File: config.mk
export PLATFORM = sky130hd
export DESIGN_NAME = scancode_set1_decoder
export DESIGN_NICKNAME = d
export VERILOG_FILES = /design/src/hw/rtl/ss1d_pkg.sv /design/src/hw/rtl/ss1d_parser.sv /design/src/hw/rtl/scancode_set1_decoder.sv
export SDC_FILE = /design/constraint.sdc
export NUM_CORES = 1
export LEC_CHECK = 0
export BUFFER_PORTS_ARGS = -buffer_cell sky130_fd_sc_hd__buf_2
export CORE_ASPECT_RATIO = 2
export CORE_MARGIN = 3
export CORE_UTILIZATION = 59
export DETAILED_ROUTE_END_ITERATION = 10
export HOLD_SLACK_MARGIN = 0.06
export PLACE_DENSITY = 0.9
export SYNTH_ARGS = -nofsm -noshare
export SYNTH_HDL_FRONTEND = slang
export SYNTH_SLANG_ARGS = --single-unit
File: constraint.sdc
create_clock -name clk -period 4.15 [get_ports clk]
set_input_delay 0.83 -clock clk [delete_from_list [all_inputs] [get_ports clk]]
set_output_delay 0.83 -clock clk [all_outputs]
set_load 0.01 [all_outputs]
File: src/hw/rtl/ss1d_pkg.sv
// Package with the byte codes, table lookups and result type of the scan code set 1 decoder.
`timescale 1ns / 1ps
`default_nettype none
package ss1d_pkg;

  localparam logic [7:0] BYTE_ACK    = 8'hFA;
  localparam logic [7:0] BYTE_RESEND = 8'hFE;
  localparam logic [7:0] BYTE_EXT    = 8'hE0;
  localparam logic [7:0] BYTE_PAUSE  = 8'hE1;
  localparam logic [7:0] BYTE_PRT1   = 8'h2A;
  localparam logic [7:0] BYTE_PRT2   = 8'h37;
  localparam logic [7:0] BYTE_BRK1   = 8'h46;
  localparam logic [7:0] BYTE_BRK2   = 8'hC6;
  localparam logic [7:0] BYTE_PAU1   = 8'h1D;
  localparam logic [7:0] BYTE_PAU2   = 8'h45;
  localparam logic [7:0] BYTE_PAU3   = 8'h9D;
  localparam logic [7:0] BYTE_PAU4   = 8'hC5;

  localparam logic [1:0] SK_NONE  = 2'd0;
  localparam logic [1:0] SK_PRINT = 2'd1;
  localparam logic [1:0] SK_BREAK = 2'd2;
  localparam logic [1:0] SK_PAUSE = 2'd3;

  localparam int OUT_TDATA_W = 16;

  typedef struct packed {
    logic       valid;
    logic [1:0] special_key;
    logic [6:0] scan_code;
    logic       extended;
    logic       key_up;
  } ss1d_result_t;

  function automatic logic plain_listed(input logic [6:0] code);
    plain_listed = ((code >= 7'h01) && (code <= 7'h53)) || (code == 7'h57) ||
                   (code == 7'h58);
  endfunction

  function automatic logic ext_listed(input logic [6:0] code);
    case (code)
      7'h1C, 7'h1D, 7'h35, 7'h37, 7'h38, 7'h47, 7'h48, 7'h49,
      7'h4B, 7'h4D, 7'h4F, 7'h50, 7'h51, 7'h52, 7'h53: ext_listed = 1'b1;
      default: ext_listed = 1'b0;
    endcase
  endfunction

endpackage
`default_nettype wire

File: src/hw/rtl/ss1d_parser.sv
// Sequence parser: holds the parse state and decodes one byte into at most one key event.
`timescale 1ns / 1ps
`default_nettype none
module ss1d_parser
  import ss1d_pkg::*;
(
  input  wire logic         clk,
  input  wire logic         rst_n,
  input  wire logic         step,
  input  wire logic [7:0]   scan_byte,
  output ss1d_result_t      res
);

  typedef enum logic [3:0] {
    ST_IDLE, ST_EXT, ST_PRT1, ST_PRT2, ST_BRK1, ST_BRK2,
    ST_PAU1, ST_PAU2, ST_PAU3, ST_PAU4, ST_PAU5
  } state_t;

  state_t parse_state_r;
  state_t parse_state_nxt;

  logic [6:0] code;
  assign code = scan_byte[6:0];

  always_comb begin
    parse_state_nxt = ST_IDLE;
    res             = '0;
    case (parse_state_r)
      ST_EXT: begin
        if (scan_byte == BYTE_PRT1) begin
          parse_state_nxt = ST_PRT1;
        end else if (scan_byte == BYTE_BRK1) begin
          parse_state_nxt = ST_BRK1;
        end else if (scan_byte == BYTE_PAUSE) begin
          parse_state_nxt = ST_PAU1;
        end else begin
          res.valid       = ext_listed(code);
          res.key_up      = scan_byte[7];
          res.extended    = 1'b1;
          res.scan_code   = code;
        end
      end
      ST_PRT1: if (scan_byte == BYTE_EXT) parse_state_nxt = ST_PRT2;
      ST_PRT2: begin
        if (scan_byte == BYTE_PRT2) begin
          res.valid       = 1'b1;
          res.extended    = 1'b1;
          res.special_key = SK_PRINT;
        end
      end
      ST_BRK1: if (scan_byte == BYTE_EXT) parse_state_nxt = ST_BRK2;
      ST_BRK2: begin
        if (scan_byte == BYTE_BRK2) begin
          res.valid       = 1'b1;
          res.extended    = 1'b1;
          res.special_key = SK_BREAK;
        end
      end
      ST_PAU1: if (scan_byte == BYTE_PAU1) parse_state_nxt = ST_PAU2;
      ST_PAU2: if (scan_byte == BYTE_PAU2) parse_state_nxt = ST_PAU3;
      ST_PAU3: if (scan_byte == BYTE_PAUSE) parse_state_nxt = ST_PAU4;
      ST_PAU4: if (scan_byte == BYTE_PAU3) parse_state_nxt = ST_PAU5;
      ST_PAU5: begin
        if (scan_byte == BYTE_PAU4) begin
          res.valid       = 1'b1;
          res.special_key = SK_PAUSE;
        end
      end
      default: begin
        if (scan_byte == BYTE_ACK || scan_byte == BYTE_RESEND) begin
          parse_state_nxt = ST_IDLE;
        end else if (scan_byte == BYTE_EXT) begin
          parse_state_nxt = ST_EXT;
        end else if (scan_byte == BYTE_PAUSE) begin
          parse_state_nxt = ST_PAU1;
        end else begin
          res.valid       = plain_listed(code);
          res.key_up      = scan_byte[7];
          res.scan_code   = code;
        end
      end
    endcase
  end

  always_ff @(posedge clk) begin
    if (!rst_n) begin
      parse_state_r <= ST_IDLE;
    end else if (step) begin
      parse_state_r <= parse_state_nxt;
    end
  end

endmodule
`default_nettype wire

File: src/hw/rtl/scancode_set1_decoder.sv
// Top level of the scan code set 1 decoder: input register, parser and output register.
// A result word passes through the input register and the parser into the output register before it is on the output.
// Throughput: one word per cycle while the output is not stalled; the parser decides each byte combinationally.
// A byte that yields no key event leaves no word on the output.
// Reset (synchronous, active low) empties both registers and returns the parser to idle.
`timescale 1ns / 1ps
`default_nettype none
module scancode_set1_decoder
  import ss1d_pkg::*;
(
  input  wire logic                   clk,
  input  wire logic                   rst_n,
  input  wire logic                   in_tvalid,
  output      logic                   in_tready,
  input  wire logic [7:0]             in_tdata,   // [7:0] scan_byte
  output      logic                   out_tvalid,
  input  wire logic                   out_tready,
  output      logic [OUT_TDATA_W-1:0] out_tdata   // key_up, extended, scan_code, special_key
);

  logic         in_vld_r;
  logic [7:0]   in_byte_r;
  logic         out_vld_r;
  logic [10:0]  out_data_r;
  ss1d_result_t res;
  logic         advance;

  ss1d_parser u_parser (
    .clk       (clk),
    .rst_n     (rst_n),
    .step      (advance),
    .scan_byte (in_byte_r),
    .res       (res)
  );

  assign advance   = in_vld_r && (!res.valid || !out_vld_r || out_tready);
  assign in_tready = !in_vld_r || advance;

  always_ff @(posedge clk) begin
    if (!rst_n) begin
      in_vld_r  <= 1'b0;
      out_vld_r <= 1'b0;
    end else begin
      if (in_tready) begin
        in_vld_r <= in_tvalid;
      end
      if (advance && res.valid) begin
        out_vld_r <= 1'b1;
      end else if (out_tready) begin
        out_vld_r <= 1'b0;
      end
    end
  end

  always_ff @(posedge clk) begin
    if (in_tready && in_tvalid) begin
      in_byte_r <= in_tdata;
    end
    if (advance && res.valid) begin
      out_data_r <= {res.special_key, res.scan_code, res.extended, res.key_up};
    end
  end

  assign out_tvalid = out_vld_r;
  assign out_tdata  = {{(OUT_TDATA_W - 11){1'b0}}, out_data_r};

endmodule
`default_nettype wire
==> out/qor.txt <==
outcome = finished, final reports clean
Syn Inst Count = 174
CP cell instances = and2b_1 -> nand3_1 -> or4_1 -> o2111a_2 -> a21boi_2 -> nand2_1 -> buf_2
clk slew on worst S/H paths = 80 ps
1st-pass router iterations = 4
first-pass GRT wire length = 6361 um
routed via count = 1476
post-synth top area share = 0.3455
GRT overflow = 0
largest net degree at the start of global routing = 21
arrival time worst endpoint = 2510 ps
Routed WL = 3845 um
# DRC = 0
Avg WL per Cell = 17.88 um
CP endpoint kind = primary output
Routed Antenna Nets = 0
critical path class = reg -> out
worst endpoint required time = 3320 ps
min-delay src = in_vld_r
Die Width = 43.41 um
Layout Skew = 1.155 ps
Crit-path slowest cell = or4_1
via-per-instance ratio = 6.865
Max Root-Sink Buffers = 2
Tot Pwr = 0.0004865 W
io pins = 30
area grow syn2layout = 6.818%
top cells by area, synth = edfxtp_1 35%, dfxtp_1 7.3%, nand2_1 4.3%
Worst Hold Path EP = u_parser.parse_state_r[1]
initial drt markers = 71
die area = 3508 sq um
synth unique cells = 55
antenna violations before repair = 0
CP max stage delay = 580 ps
RD Place Congestion = 0.9248
Port Buffers = 24
largest area contributor in the netlist = edfxtp_1
ys async rst share = 0
# Post-CTS Setup Buffers = 0
critical path buffer and inverter count = 1
clock sink count = 25
YS warnings = 0
CTS Hold Buffers Added = 0
Leak = 0.6635 nW
Fin. Hold Viols = 0
vias in the first global route = 1450
R2R Setup Slk = 1100 ps
EDFF count, synth = 19
RSZ-0062 raised after global routing = false
crit start category = flip-flop
Initial Util = 0.6346
fin crit period = 3343 ps
post-detail-place hpwl = 2881 um
Period Utilization, post-route = 0.8055
Final setup viols = 0
final worst-path setup slack = 807.3 ps
hold depth = 2
worst slew pin tran = 992.4 ps
worst r2r src = in_byte_r[0]
worst reg2reg endpoint = in_byte_r[6]
pwr dens = 275.8 nW/um^2
latest clock arrival within the worst-skew pair = 270 ps
synthesized area = 1652 sq um
die height = 80.82 um
sequential-to-total area share from yosys stat = 0.4182
Rel. slew slack = 0.3325
Util after Layout = 0.6779
syn avg cell area = 9.492 sq um
reg2reg path depth = 6
number of core rows = 26
Slew Limit Fails = 0
CTS Buf Count = 3
Clock Tree Root = clkbuf_8
CTS tree = yes
NumNets Final = 200
pre-CTS setup slack = 1115 ps
Max-Cap Viols = 0
H-tree Lvls = 1
critical path fanouts, max = 12
Total Routing Usage GR = 0.2381
Largest delay share family, worst path = simple AND/OR/NAND/NOR gates
ANT cells = 0
Fmax achieved = 299.2 MHz
Core Box Area = 2603 sq um
Setup TNS = 0 ps
peak supply drop = 0.2434 mV
share of post-route cells with drive strength above 1 = 0.2032
cts repair resizes = 0
flops & latches, synth = 25
Primary FF master, synth = edfxtp_1
Hold WC Path Type = reg -> reg
## state kept, by name (all words and copies together) (netlist names)
register	count
in_byte_r	8
u_parser.parse_state_r	4
out_data_r	11
out_tvalid	1
in_vld_r	1
## area by class of cell
cell class                      count  area (sq um)
Multi-Input combinational cell    130         857.1
Fill cell                         226         838.3
Sequential cell                    25         690.7
Timing Repair Buffer               24         120.1
Clock buffer                        3         41.29
Tap cell                           28         35.03
Inverter                            4         15.01
Clock inverter                      1         5.005
## routing by layer
| layer | global-route usage | vias to the layer above | wire length [um] |
|---|---|---|---|
| li1 | - | 663 | - |
| met1 | 0.2113 | 696 | 1223 |
| met2 | 0.4525 | 96 | 2115 |
| met3 | 0.02439 | 21 | 261 |
| met4 | 0.1934 | 0 | 245 |
| met5 | 0 | - | 0 |
## power breakdown
part | switching, W | total, W | internal, W
registers | 0.0000160 | 0.000296 | 0.000280
clock network | 0.0000749 | 0.000142 | 0.0000672
logic | 0.0000266 | 0.0000484 | 0.0000218
total | 0.000118 | 0.000486 | 0.000369
## cells in the final DEF, fill, tap and decap left out, types with 4 or more instances in the layout
cell type,netlist,layout
nand2_1,19,19
nor2b_1,7,7
nand3_1,4,4
and2_1,9,9
nor2_1,8,8
a21oi_1,4,4
dfxtp_1,6,6
nand2b_1,4,4
buf_2,5,24
edfxtp_1,19,19
o21ai_0,5,5
conb_1,1,5
inv_1,4,4
## worst min-delay path: stages, from the launching register on
cell      delay [ps]
dfxtp_1          350
o211ai_2         120
mux2i_1           80
## worst max path at each step
stage / start / endpoint / slack (ps) / cells after the start
3_5_place_dp: in_byte_r[0] / in_byte_r[6] / 1110 / 6
5_1_grt: in_byte_r[5] / in_tready / 700 / 7
3_3_place_gp: in_byte_r[0] / in_byte_r[5] / 1210 / 6
4_1_cts: in_byte_r[5] / in_tready / 840 / 7
2_1_floorplan: in_byte_r[5] / in_tready / 1480 / 7
6_report: in_byte_r[5] / in_tready / 810 / 7
## stage by stage
step	instance area, sq um	hold WS [ps]	std cells
finish	1764	589.2	215
global route	1764	624.7	215
CTS	1764	594.9	215
detailed placement	1718	586.4	211
floorplan	1667	531.9	178
global placement	1718	545.7	211
## synth_stat cells, drive strengths merged, types with 2 or more instances
library cell	count
and3b	3
edfxtp	19
o211ai	3
nor3	4
o32a	2
clkbuf	8
dfxtp	6
nand4bb	2
and3	2
mux2i	3
o21a	2
nor2b	7
o21ai	5
a22o	2
or4	2
a21boi	2
nor3b	3
a21oi	4
nand2	19
inv	4
nand4b	3
a211oi	2
or2	2
nand3	4
nor4b	3
a21o	3
or3	2
o22ai	3
buf	11
nor2	8
and2	9
nand2b	4
and2b	2
## cell families (layout without fill, tap and decap cells)
| family | after synthesis | count (layout) | synth area share |
|---|---|---|---|
| buf+inv | 23 | 32 | 0.07197 |
| flops | 25 | 25 | 0.4182 |
| mux | 3 | 3 | 0.01818 |
| other cells | 1 | 5 | 0.002271 |
| compound gates | 36 | 36 | 0.1644 |
| simple gates | 86 | 86 | 0.3250 |
Note: power is estimated with default switching activity, not from simulation.
